<file path="src/hw/rtl/rbhw_pkg.sv">
// ----------------------------------------------------------------------------
// rbhw_pkg: shared types for the RAR block header walker
// Result word layout passed from the parser to the output register.
// ----------------------------------------------------------------------------
package rbhw_pkg;

   localparam int unsigned BYTE_W  = 8;
   localparam int unsigned VALUE_W = 16;
   localparam int unsigned FNUM_W  = 16;

   localparam logic KIND_NAME  = 1'b0;
   localparam logic KIND_COUNT = 1'b1;

   typedef struct packed {
      logic               valid;
      logic               kind;
      logic [VALUE_W-1:0] value;
      logic [FNUM_W-1:0]  file_number;
      logic               last_of_name;
   } rsp_type;

endpackage

</file>
<file path="src/hw/rtl/rbhw_parser.sv">
// ----------------------------------------------------------------------------
// rbhw_parser: block header field gatherer
// Walks the archive one byte per step, gathers block and file headers,
// produces name-byte and file-count result words.
// ----------------------------------------------------------------------------
module rbhw_parser #(
   parameter int unsigned COUNT_BITS = 16
) (
   input  logic                   clock,
   input  logic                   reset,
   input  logic                   step,
   input  logic [7:0]             data_byte,
   input  logic                   is_end,
   output rbhw_pkg::rsp_type      result
);
   import rbhw_pkg::*;

   localparam logic [1:0] PH_SKIP  = 2'd0;
   localparam logic [1:0] PH_BLOCK = 2'd1;
   localparam logic [1:0] PH_FILE  = 2'd2;
   localparam logic [1:0] PH_NAME  = 2'd3;

   localparam logic [4:0] POS_TYPE    = 5'd2;
   localparam logic [4:0] POS_HSIZE_L = 5'd5;
   localparam logic [4:0] POS_HSIZE_H = 5'd6;
   localparam logic [4:0] POS_NLEN_L  = 5'd19;
   localparam logic [4:0] POS_NLEN_H  = 5'd20;
   localparam logic [4:0] POS_FILE_LAST = 5'd24;

   localparam logic [15:0] BLOCK_HDR_LEN = 16'd7;
   localparam logic [33:0] USED_LEN      = 34'd32;
   localparam logic [33:0] MARKER_LEN    = 34'd7;
   localparam logic [7:0]  FILE_BLOCK_TYPE = 8'h74;
   localparam logic [COUNT_BITS-1:0] COUNT_MAX = '1;

   logic [1:0]            phase_ff, phase_in;
   logic [4:0]            bib_ff, bib_in;
   logic [7:0]            type_ff, type_in;
   logic [15:0]           hsize_ff, hsize_in;
   logic [31:0]           packed_ff, packed_in;
   logic [15:0]           nlen_ff, nlen_in;
   logic [33:0]           skip_ff, skip_in;
   logic [COUNT_BITS-1:0] count_ff, count_in;

   logic [33:0] skip_dec;
   logic [33:0] total;
   logic [33:0] file_rem;
   logic [15:0] hdr_rem;
   logic [31:0] count_wide;
   logic [15:0] count_sat;

   assign skip_dec   = (skip_ff == '0) ? '0 : skip_ff - 34'd1;
   assign total      = 34'(hsize_ff) + 34'(packed_ff);
   assign file_rem   = (total > USED_LEN) ? total - USED_LEN : '0;
   assign hdr_rem    = (hsize_in > BLOCK_HDR_LEN) ? hsize_in - BLOCK_HDR_LEN : '0;
   assign count_wide = 32'(count_ff);
   assign count_sat  = (count_wide > 32'h0000_FFFF) ? 16'hFFFF : count_wide[15:0];

   always_comb begin
      phase_in  = phase_ff;
      bib_in    = bib_ff;
      type_in   = type_ff;
      hsize_in  = hsize_ff;
      packed_in = packed_ff;
      nlen_in   = nlen_ff;
      skip_in   = skip_ff;
      count_in  = count_ff;
      result    = '0;

      if (is_end) begin
         result.valid = 1'b1;
         result.kind  = KIND_COUNT;
         result.value = count_sat;
      end else begin
         unique case (phase_ff)
            PH_SKIP: begin
               skip_in = skip_dec;
               if (skip_dec == '0) begin
                  phase_in = PH_BLOCK;
                  bib_in   = '0;
               end
            end
            PH_BLOCK: begin
               if (bib_ff == POS_TYPE) type_in = data_byte;
               if (bib_ff == POS_HSIZE_L) hsize_in[7:0] = data_byte;
               if (bib_ff == POS_HSIZE_H) hsize_in[15:8] = data_byte;
               bib_in = bib_ff + 5'd1;
               if (bib_ff == POS_HSIZE_H) begin
                  bib_in = '0;
                  if (type_ff == FILE_BLOCK_TYPE) begin
                     if (count_ff != COUNT_MAX) count_in = count_ff + 1'b1;
                     phase_in = PH_FILE;
                  end else begin
                     skip_in  = 34'(hdr_rem);
                     phase_in = (hdr_rem == '0) ? PH_BLOCK : PH_SKIP;
                  end
               end
            end
            PH_FILE: begin
               if (bib_ff < 5'd4) packed_in[{bib_ff[1:0], 3'b000} +: 8] = data_byte;
               if (bib_ff == POS_NLEN_L) nlen_in[7:0] = data_byte;
               if (bib_ff == POS_NLEN_H) nlen_in[15:8] = data_byte;
               bib_in = bib_ff + 5'd1;
               if (bib_ff == POS_FILE_LAST) begin
                  bib_in  = '0;
                  skip_in = file_rem;
                  if (nlen_ff == '0)
                     phase_in = (file_rem == '0) ? PH_BLOCK : PH_SKIP;
                  else
                     phase_in = PH_NAME;
               end
            end
            PH_NAME: begin
               result.valid        = 1'b1;
               result.kind         = KIND_NAME;
               result.value        = 16'(data_byte);
               result.file_number  = count_sat;
               result.last_of_name = (nlen_ff <= 16'd1);
               skip_in = skip_dec;
               nlen_in = (nlen_ff == '0) ? '0 : nlen_ff - 16'd1;
               // last name byte: drop into the skip over packed data
               if (nlen_ff <= 16'd1) begin
                  nlen_in  = '0;
                  bib_in   = '0;
                  phase_in = (skip_dec == '0) ? PH_BLOCK : PH_SKIP;
               end
            end
         endcase
      end
   end

   always_ff @(posedge clock) begin
      if (reset) begin
         phase_ff  <= PH_SKIP;
         bib_ff    <= '0;
         type_ff   <= '0;
         hsize_ff  <= '0;
         packed_ff <= '0;
         nlen_ff   <= '0;
         skip_ff   <= MARKER_LEN;
         count_ff  <= '0;
      end else if (step) begin
         phase_ff  <= phase_in;
         bib_ff    <= bib_in;
         type_ff   <= type_in;
         hsize_ff  <= hsize_in;
         packed_ff <= packed_in;
         nlen_ff   <= nlen_in;
         skip_ff   <= skip_in;
         count_ff  <= count_in;
      end
   end

endmodule

</file>
<file path="src/hw/rtl/rar_block_header_walker.sv">
// Where an accepted byte yields a result word, it appears on rsp_ in the cycle after the byte is accepted.
// Throughput: one byte per cycle; the single output register accepts a new
// byte whenever it is empty or being drained in the same cycle.
// Reset (synchronous, active high) returns to the marker skip with seven
// bytes to skip, clears the file count and empties the output register.
// ----------------------------------------------------------------------------
// rar_block_header_walker: RAR v4 block header walker
// Emits file name bytes of each file block and the total file count on end.
// ----------------------------------------------------------------------------
module rar_block_header_walker #(
   parameter int unsigned COUNT_BITS = 16
) (
   input  logic        clock,
   input  logic        reset,
   input  logic        req_valid,
   output logic        req_ready,
   input  logic [7:0]  req_data_byte,
   input  logic        req_is_end,
   output logic        rsp_valid,
   input  logic        rsp_ready,
   output logic        rsp_kind,
   output logic [15:0] rsp_value,
   output logic [15:0] rsp_file_number,
   output logic        rsp_last_of_name
);
   import rbhw_pkg::*;

   logic    req_fire;
   rsp_type result;
   rsp_type out_ff, out_in;

   assign req_ready = !out_ff.valid || rsp_ready;
   assign req_fire  = req_valid && req_ready;

   rbhw_parser #(
      .COUNT_BITS(COUNT_BITS)
   ) u_parser (
      .clock     (clock),
      .reset     (reset),
      .step      (req_fire),
      .data_byte (req_data_byte),
      .is_end    (req_is_end),
      .result    (result)
   );

   always_comb begin
      out_in = out_ff;
      if (req_fire)
         out_in = result;
      else if (rsp_ready)
         out_in.valid = 1'b0;
   end

   always_ff @(posedge clock) begin
      if (reset) begin
         out_ff.valid <= 1'b0;
      end else begin
         out_ff.valid <= out_in.valid;
      end
      out_ff.kind         <= out_in.kind;
      out_ff.value        <= out_in.value;
      out_ff.file_number  <= out_in.file_number;
      out_ff.last_of_name <= out_in.last_of_name;
   end

   assign rsp_valid        = out_ff.valid;
   assign rsp_kind         = out_ff.kind;
   assign rsp_value        = out_ff.value;
   assign rsp_file_number  = out_ff.file_number;
   assign rsp_last_of_name = out_ff.last_of_name;

endmodule

</file>
<file path="config.mk">
export PLATFORM = sky130hd
export DESIGN_NAME = rar_block_header_walker
export DESIGN_NICKNAME = d
export VERILOG_FILES = /design/src/hw/rtl/rbhw_pkg.sv /design/src/hw/rtl/rbhw_parser.sv /design/src/hw/rtl/rar_block_header_walker.sv
export SDC_FILE = /design/constraint.sdc
export NUM_CORES = 1
export LEC_CHECK = 0
export ABC_AREA = 1
export BUFFER_PORTS_ARGS = -buffer_cell sky130_fd_sc_hd__clkbuf_2
export CORE_AREA = 2 2 175 211
export CTS_CLUSTER_DIAMETER = 150
export DETAILED_ROUTE_END_ITERATION = 6
export DIE_AREA = 0 0 177 213
export GPL_TIMING_DRIVEN = 0
export MAX_ROUTING_LAYER = met4
export PLACE_DENSITY = 0.57
export SLEW_MARGIN = 20
export SYNTH_ARGS = -nofsm -noshare
export SYNTH_HDL_FRONTEND = slang
export SYNTH_SLANG_ARGS = --single-unit
export TNS_END_PERCENT = 30
</file>
<file path="constraint.sdc">
create_clock -name clock -period 7.05 [get_ports clock]
set_input_delay 0 -clock clock [delete_from_list [all_inputs] [get_ports clock]]
set_output_delay 0 -clock clock [all_outputs]
set_load 0.02 [all_outputs]
</file>
# Word-level counts from Yosys, hierarchy flattened
# Index checks and enable logic that the tools add are counted.
# op_classes
add_sub_neg,8
magnitude_cmp,5
eq_ne,18
shifts,2
mux,37
n_bitwise,2
reduce_logical,21
# op_table
operator,n
two-way mux 34 bit,5
logical NOT 34 bit,3
one-hot mux 34 bit (3 select lines),1
two-way mux 16 bit,6
two-way mux 35 bit,1
"> comparator 34 x 6 -> 1 bit, second input constant",1
"subtractor 34 x 1 -> 34 bit, second input constant",1
"subtractor 34 x 6 -> 34 bit, second input constant",1
adder 16 x 32 -> 33 bit,1
bitwise mux 32 bit,1
logical NOT 16 bit,2
two-way mux 8 bit,4
one-hot mux 16 bit (2 select lines),1
"variable shift 8 x 7 -> 32 bit, first input constant",1
variable part select 8 x 7 -> 32 bit,1
two-way mux 5 bit,4
one-hot mux 5 bit (4 select lines),1
AND reduction 4 bit,5
two-way mux 18 bit,1
"adder 16 x 1 -> 16 bit, second input constant",1
"> comparator 16 bit, second input constant",1
"> comparator 16 x 3 -> 1 bit, second input constant",1
"<= comparator 16 x 1 -> 1 bit, second input constant",1
"!= test 16 bit, second input constant",1
25 further kinds,47
# word_totals
reg_bits,164
input_bits,13
out_inout_bits,36
elab_cells,107

# Logic depth before layout (Yosys ltp)
# Gate-level depths: netlist of the first run.
# logic_depth
depth_word,11
depth_mapped,27
ltp_nobuf,27

# By module
# A second synthesis of the first run with hierarchy kept.
# hier_totals
cells_unflattened,1983
hier_area_um2,12453.2
# by_module_without_submodules
mod,instances,cells_per_inst,area_per_inst_um2,seq_area_each_um2
rbhw_parser,1,1943,11382.2,2582.5
rar_block_header_walker,1,40,1071.0,1041.0

# Worst setup path before layout of the first run
# Ideal clock, no wire load.
# synth_timing
path_type,register to register
from,reg u_parser.phase_ff[1]
to,reg u_parser.phase_ff[0]
setup_time_ns,0.117
t_arrival_ns,2.818
required_time_ns,6.933
slack_ns,4.116
stages_incl_launch_ff,22
n_path_buf,1
period_less_slack_ns,2.934
cell_sequence,dfxtp_1 -> inv_1 -> ha_1 -> inv_1 -> nor2_2 -> nand4_1 -> buf_2 -> o21ai_0 -> inv_1 -> ha_1 -> nand2_1 -> nand2_1 -> nor3_1 -> inv_1 -> o21ai_0 -> nand3_1 -> nand2_1 -> inv_1 -> nand4_1 -> nand3_1 -> nor2_1 -> a21oi_1
# synth_between
elab_chain_cells,10
elab_cells_between_ends,19
classes_between,add/sub: 1; order compare: 1; eq/ne: 7; mux: 7; reduce/logical: 3
# synth_rtl
item,line,text
"start, declared",rbhw_parser.sv:36,"logic [1:0] phase_ff, phase_in;"
"start signal, assigned",rbhw_parser.sv:143,phase_ff <= phase_in;
equality test 2 x 1 -> 1 bit *,rbhw_parser.sv:75,unique case (phase_ff)
two-way mux 16 bit *,rbhw_parser.sv:75,
two-way mux 16 bit *,rbhw_parser.sv:70,if (is_end) begin
named net u_parser.hsize_in[0],rbhw_parser.sv:39,"logic [15:0] hsize_ff, hsize_in;"
subtractor 16 x 3 -> 16 bit or > comparator 16 x 3 -> 1 bit (tied branches),rbhw_parser.sv:55,assign hdr_rem = (hsize_in > BLOCK_HDR_LEN) ? hsize_in - BLOCK_HDR_LEN : '0;
two-way mux 16 bit *,rbhw_parser.sv:55,
logical NOT 16 bit *,rbhw_parser.sv:95,phase_in = (hdr_rem == '0) ? PH_BLOCK : PH_SKIP;
two-way mux 1 bit *,rbhw_parser.sv:95,
two-way mux 2 bit *,rbhw_parser.sv:90,if (type_ff == FILE_BLOCK_TYPE) begin
two-way mux 2 bit *,rbhw_parser.sv:88,if (bib_ff == POS_HSIZE_H) begin
one-hot mux 2 bit (4 select lines) *,rbhw_parser.sv:75,
# Mark *: on every way through the listed nets, which the timed path passes. The rest lies on a longest branch. The select of a mux whose other input is x is not followed.
# A chain may end at the register's enable or synchronous reset.

# Worst setup path after layout of the first run
# layout_timing
from,reg u_parser.skip_ff[0]
to,reg u_parser.phase_ff[1]
# layout_between
elab_chain_cells,5
elab_cells_between_ends,6
classes_between,add/sub: 1; eq/ne: 1; mux: 1; reduce/logical: 3
# layout_rtl
item,line,text
"start, declared",rbhw_parser.sv:42,"logic [33:0] skip_ff, skip_in;"
"start signal, assigned",rbhw_parser.sv:149,skip_ff <= skip_in;
subtractor 34 x 1 -> 34 bit or logical NOT 34 bit (tied branches),rbhw_parser.sv:52,assign skip_dec = (skip_ff == '0) ? '0 : skip_ff - 34'd1;
two-way mux 34 bit *,rbhw_parser.sv:52,
logical NOT 34 bit *,rbhw_parser.sv:78,if (skip_dec == '0) begin
!= test 2 x 1 -> 1 bit (no source line) *,--,
AND reduction 6 bit (no source line) *,--,
# Every way passes the cells marked *; elsewhere a longest branch is shown, timed or not.

==> impl_metrics.ini, run 1 <==
[logic_synthesis]
yosysWarningCount = 0
syn_area_per_cell_um2 = 6.278
synth_edf_count = 34
syn_area_mm2 = 0.01236
synth_flop_cell = dfxtp_1
synth_area_leaders = dfxtp_1, nand2_1, edfxtp_1, inv_1, nor2_1
synth_cells = 1969
yosysSeqAreaShare_pct = 29.31
yosysTopAreaCell = dfxtp_1
ys_types = 57
synth_top_area_share_pct = 21.05
ys_ff_latch = 164
ys_async_sr_fraction_pct = 0
synth_fp_nets = 2016

[grt]
grt_start_max_net_pins = 27
overflow = 0
grt.total_usage_pct = 23.38
grt_pass1_vias = 12120
grt_pass1_wl_um = 65510
grt_antenna_before_repair = 0

[cts]
cts_tree = yes
cts_max_level = 4
cts.sinks = 164
ctsResizeCount = 0
cts_hold_buffers = 6
root_buffer = clkbuf_16
clock_latency_ps = 470
cts_buffers = 17
path_clk_slew_ps = 70
postCtsSetupBuffers = 0
cts_buffer_depth = 2

[layout]
drive_above_1_share_pct = 9.440
final_area_mm2 = 0.01386
num_antenna_cells = 0
area_growth_pct = 12.15
nets = 2089
n_fill_cell = 3896

[pwr]
power.leakage_nw = 6.453
switching_share_pct = 32.18
power.density_mw_per_mm2 = 170.6
clock_power_share_pct = 40.7
p_sw_mw = 0.7607
p_comb_share_pct = 17.4
pwr-share-seq_pct = 41.9
ir_worst_vdd_uv = 180.4
p_int_mw = 1.603

[status]
status = completed

[sta]
fin_tns_setup_ps = 0
report.final.slew_viol_count = 0
rsz0062_at_grt = no
finalCritPeriodShare_pct = 55.63
period_needed_ps = 3922
skew_ps = 18.97
hold_violations = 0
max_slew.worst_pin.slew_ps = 1126
max_freq_mhz = 255.0
setup_violations = 0
relSlewSlack_pct = 24.34

[floorplan]
initial_core_util_pct = 34.66
die_area_mm2 = 0.03770
die-height_um = 213
rows = 76
ios = 49
die-width_um = 177
coreArea_mm2 = 0.03566

[worst_setup_path]
crit_start = u_parser.skip_ff[0]
worst_path_max_delay_cell = nor3b_1
critical_path_class = reg2reg
crit_chain = inv_1 -> ha_1 -> nand2_1 -> nor2_2 -> nand4_1 -> clkbuf_1 -> nand3_1 -> nand4_1 -> nor3b_1 -> nand3_1 -> nand2_1 -> nand3_1 -> o21ai_0 -> a21oi_1
arrival_ps = 4260
cp_max_fo = 10
r2r_cells = 14
r2r-start = u_parser.skip_ff[0]
crit_end = u_parser.phase_ff[1]
required_ps = 7390
timing.critical_path.mode_cell = nand3_1
reg2reg_slack_ps = 3130
cpPeakStageDelay_ps = 580
startpoint_type = register
regToRegEndpoint = u_parser.phase_ff[1]
end_kind = register

[detailed_routing]
drc_errors = 0
vias_per_cell = 5.128
dr.pass1.iters = 7
vias = 12940
wirelength_um = 42090
drtAntennaViolNets = 0
drt_iter0_markers = 1004
wire_per_inst_um = 16.68

[run]
max_cap_violations = 0

[placed_design]
dp_hpwl_um = 34140
gp_congestion = 0.9157
place_area_mm2 = 0.01321
portBuffers = 47

[hold_path]
hold_class = in2reg
cell usage in the layout (no fill, tap or decap), types with 5 or more instances in the layout:
cell,n
nand2_2,31
or2_2,11
a211oi_1,15
o21ai_0,104
nor2_4,9
inv_1,264
clkbuf_16,17
nor2_1,200
a21oi_1,132
nand3_2,8
xnor2_1,15
nand3_1,131
ha_1,33
dfxtp_1,130
o211ai_1,23
nor4_1,8
clkbuf_1,46
o21ai_1,8
nand3b_1,5
buf_2,5
nand4_1,32
dlygate4sd3_1,6
or3_1,7
a31oi_1,20
inv_2,7
xor2_1,27
clkbuf_2,47
o22ai_1,17
nor3_1,45
edfxtp_1,34
nor2_2,26
nand2_1,531
metrics by stage:
step / setup slack [ps] / std cells / power (mW) / utilization (%) / hold WS [ps]
final: 3128 / 2523 / 2.364 / 38.87 / 15.13
after CTS: 3187 / 2523 / 2.378 / 38.87 / 0.5497
after detailed placement: 3212 / 2485 / 1.417 / 37.04 / 276.8
after global placement: 3127 / 2484 / 1.413 / 36.96 / 275.2
after floorplan: 4116 / 1969 / 1.294 / - / 98.87
after global routing: 2811 / 2523 / 2.460 / 38.87 / 31.05
cells by family after synthesis:
family                   share of synthesized area [%]
buffers and inverters                            10.29
adder cells (fa/ha/maj)                          3.502
AO/OA/AOI/OAI                                    15.75
XOR/XNOR                                         3.239
AND/OR/NAND/NOR                                  37.90
flip-flops                                       29.31
worst min-delay path by stage:
stage                startpoint                endpoint  cells after the start  slack (ps)
6_report       req_data_byte[5]    u_parser.nlen_ff[13]                      3          20
3_5_place_dp         req_is_end                rsp_kind                      1         280
5_1_grt        req_data_byte[4]  u_parser.packed_ff[12]                      3          30
4_1_cts        req_data_byte[5]     u_parser.nlen_ff[5]                      3         0.5
2_1_floorplan        req_is_end                rsp_kind                      0         100
3_3_place_gp         req_is_end                rsp_kind                      1         280
power by group through the flow:
| stage | Combinational [mW] | Sequential [mW] | Clock, mW |
|---|---|---|---|
| 6_report | 0.411 | 0.991 | 0.962 |
| 5_1_grt | 0.459 | 0.993 | 1.01 |
| 4_1_cts | 0.408 | 0.991 | 0.979 |
| 3_5_place_dp | 0.404 | 1.01 | 0 |
| 3_3_place_gp | 0.400 | 1.01 | 0 |
| 2_1_floorplan | 0.274 | 1.02 | 0 |
sequential cells by signal (all words and copies together) (netlist names):
register,count
u_parser.skip_ff,34
u_parser.packed_ff,32
rsp_valid,1
rsp_file_number,16
u_parser.type_ff,8
u_parser.bib_ff,5
u_parser.hsize_ff,16
u_parser.nlen_ff,16
u_parser.phase_ff,2
u_parser.count_ff,16
rsp_kind,1
rsp_value,16
rsp_last_of_name,1
metal layers:
layer,track usage (%),vias to the layer above,part of all wire (%)
li1,-,6588,-
met1,26.51,5891,42
met2,41.00,375,49
met3,2.902,83,4.6
met4,10.63,0,4.3
met5,-,-,0
critical path, delay by kind of cell (launching register included):
family / cells / cell delay (ps)
and+or+nand+nor: 9 / 2510
DFF: 1 / 300
AOI/OAI and AO/OA: 2 / 300
buffers and inverters: 2 / 490
adders and majority gates: 1 / 210
cell type report:
| class | count | area, um2 | share of cell area, % |
|---|---|---|---|
| clock inverters | 15 | 167.7 | 1.210 |
| multi-input cells | 1474 | 7465 | 53.85 |
| well taps | 468 | 585.6 | 4.224 |
| clock buffers | 17 | 425.4 | 3.069 |
| inverters | 276 | 1041 | 7.510 |
| plain buffers | 55 | 231.5 | 1.670 |
| repair buffers | 54 | 322.8 | 2.329 |
| flip-flops and latches | 164 | 3623 | 26.14 |
Yosys cell counts (5+ instances only):
cell,number
nor3_1,45
xor2_1,27
xnor2_1,15
edfxtp_1,34
o21ai_0,104
o21ai_1,8
nand3_2,8
or2_2,11
dfxtp_1,130
or3_1,7
nand2_2,31
nor2_1,200
nand3_1,131
a21oi_1,132
nand2_1,531
clkbuf_1,46
a31oi_1,20
buf_2,5
o211ai_1,23
a211oi_1,15
nor2_2,26
inv_1,265
ha_1,33
nand4_1,32
inv_2,6
o22ai_1,17
nor4_1,8
nand3b_1,5
nor2_4,9
Note: power is estimated with default switching activity, not from simulation.
==> run 2: changes to the inputs <==
==> constraint.sdc (replaced) <==
create_clock -name clock -period 4 [get_ports clock]
set_input_delay 0 -clock clock [delete_from_list [all_inputs] [get_ports clock]]
set_output_delay 0 -clock clock [all_outputs]
set_load 0.02 [all_outputs]
==> impl_metrics.ini, run 2 (synthesis results as in run 1) <==
[pwr]
clock_power_share_pct = 40.6
power.leakage_nw = 6.456
ir_worst_vdd_uv = 313.0
pwr-share-seq_pct = 41.9
p_comb_share_pct = 17.5
p_sw_mw = 1.336
power.density_mw_per_mm2 = 300.0
switching_share_pct = 32.09
p_int_mw = 2.828

[sta]
relSlewSlack_pct = 22.49
finalCritPeriodShare_pct = 94.54
period_needed_ps = 3782
setup_violations = 0
skew_ps = 18.47
max_slew.worst_pin.slew_ps = 1154
rsz0062_at_grt = no
fin_tns_setup_ps = 0
report.final.slew_viol_count = 0
max_freq_mhz = 264.4
hold_violations = 0

[worst_setup_path]
critical_path_class = reg2reg
arrival_ps = 4170
worst-path-buf-inv = 4
crit_end = u_parser.skip_ff[22]
startpoint_type = register
required_ps = 4390
cp.depth = 12
r2r_cells = 12
crit_start = u_parser.bib_ff[0]
cp_max_fo = 10
reg2reg_slack_ps = 220
regToRegEndpoint = u_parser.skip_ff[22]
cp_top_family = simple AND/OR/NAND/NOR gates
crit_chain = clkbuf_1 -> inv_1 -> ha_1 -> nand3_1 -> nand2_1 -> o21ai_0 -> nor3_1 -> inv_2 -> nor2_2 -> buf_2 -> nand2_1 -> a21oi_1
timing.critical_path.mode_cell = nand2_1
end_kind = register
r2r-start = u_parser.bib_ff[0]
cpPeakStageDelay_ps = 1010
worst_path_max_delay_cell = nor3_1

[detailed_routing]
vias_per_cell = 5.115
drtAntennaViolNets = 0
drt_iter0_markers = 958
dr.pass1.iters = 6
vias = 12910
wire_per_inst_um = 16.63
drc_errors = 0
wirelength_um = 41970

[cts]
postCtsSetupBuffers = 0
cts_buffers = 17
cts_buffer_depth = 2
path_clk_slew_ps = 70
clock_latency_ps = 460
cts_max_level = 4
root_buffer = clkbuf_16
cts.sinks = 164
cts_tree = yes

[grt]
overflow = 0
grt_pass1_wl_um = 65510
grt_pass1_vias = 12120
grt_start_max_net_pins = 27
grt.total_usage_pct = 23.38
grt_antenna_before_repair = 0

[placed_design]
dp_hpwl_um = 34140
place_area_mm2 = 0.01321
portBuffers = 47
gp_congestion = 0.9157

[floorplan]
coreArea_mm2 = 0.03566
ios = 49
initial_core_util_pct = 34.66
die_area_mm2 = 0.03770
rows = 76
die-height_um = 213
die-width_um = 177

[layout]
drive_above_1_share_pct = 9.684
top_regs = u_parser.skip_ff (34), u_parser.packed_ff (32)
regMostFlops = u_parser.skip_ff
nets = 2089
area_growth_pct = 12.29
layout.cells.most_common_list = nand2_1, inv_1, nor2_1
largest_register_ffs = 34
num_antenna_cells = 0
n_fill_cell = 3895
final_area_mm2 = 0.01388
final_common_cell = nand2_1

[hold_path]
hold_class = in2reg

[run]
max_cap_violations = 0

[status]
status = completed
run 2: changes by cell type in the layout (fill, tap and decap cells not counted):
| cell | previous run | this run |
|---|---|---|
| nor2_1 | 200 | 198 |
| nor2_2 | 26 | 28 |
| nand2_1 | 531 | 530 |
| nand2_2 | 31 | 32 |
| nor3_1 | 45 | 44 |
| nor3_2 | 1 | 2 |
| nor3b_1 | 2 | 1 |
| nor3b_2 | 0 | 1 |
| o21ai_0 | 104 | 103 |
| o21ai_1 | 8 | 9 |
run 2: power groups by stage:
stage / logic (mW) / registers (mW) / clock network, mW
after global placement: 0.706 / 1.79 / 0
after detailed placement: 0.712 / 1.78 / 0
after floorplan: 0.483 / 1.80 / 0
after global routing: 0.812 / 1.75 / 1.78
after CTS: 0.720 / 1.75 / 1.73
final: 0.727 / 1.75 / 1.69
run 2: layout make-up:
type	count	area (um2)	share of cell area, %
inverters	276	1041	7.500
clock buffers	17	425.4	3.065
clock inverters	15	167.7	1.208
plain buffers	55	231.5	1.668
well taps	468	585.6	4.219
repair buffers	54	322.8	2.326
multi-input cells	1474	7482	53.91
flip-flops and latches	164	3623	26.11
run 2: what timing repair did:
action | 4_1_cts | 5_1_grt
endpoints found under the setup margin | 0 | 5
hold buffers | 6 | 0
gates resized for setup | 0 | 6
hold endpoints to repair | 8 | 0
run 2: through the flow:
| step | power [mW] | util [%] | setup slack [ps] | hold WS [ps] | std cells |
|---|---|---|---|---|---|
| floorplan | 2.281 | - | 1066 | 98.87 | 1969 |
| global placement | 2.491 | 36.96 | 77.16 | 275.2 | 2484 |
| detailed placement | 2.497 | 37.04 | 162.0 | 276.8 | 2485 |
| CTS | 4.192 | 38.87 | 136.8 | 0.5497 | 2523 |
| global route | 4.340 | 38.92 | 14.68 | 31.05 | 2523 |
| finish | 4.164 | 38.92 | 218.4 | 11.30 | 2523 |
run 2: worst min-delay path by stage:
stage                     startpoint                endpoint  slack (ps)  depth (start not counted)
finish              req_data_byte[5]    u_parser.nlen_ff[13]          10                          3
CTS                 req_data_byte[5]     u_parser.nlen_ff[5]         0.5                          3
floorplan                 req_is_end                rsp_kind         100                          0
global placement          req_is_end                rsp_kind         280                          1
global route        req_data_byte[4]  u_parser.packed_ff[12]          30                          3
detailed placement        req_is_end                rsp_kind         280                          1
run 2: worst reg2reg max path, delay by kind of cell, from the launching register on:
kind / cells / cell delay [ps]
fa+ha+maj: 1 / 320
simple gates: 5 / 1690
compound gates: 2 / 410
buf+inv: 4 / 970
flops: 1 / 350
run 2: layer usage:
| layer | up-vias | GRT usage (%) | part of all wire [%] |
|---|---|---|---|
| met5 | - | - | 0 |
| met4 | 0 | 10.63 | 4.2 |
| met3 | 82 | 2.902 | 4.3 |
| met2 | 376 | 41.00 | 50 |
| met1 | 5871 | 26.51 | 42 |
| li1 | 6576 | - | - |
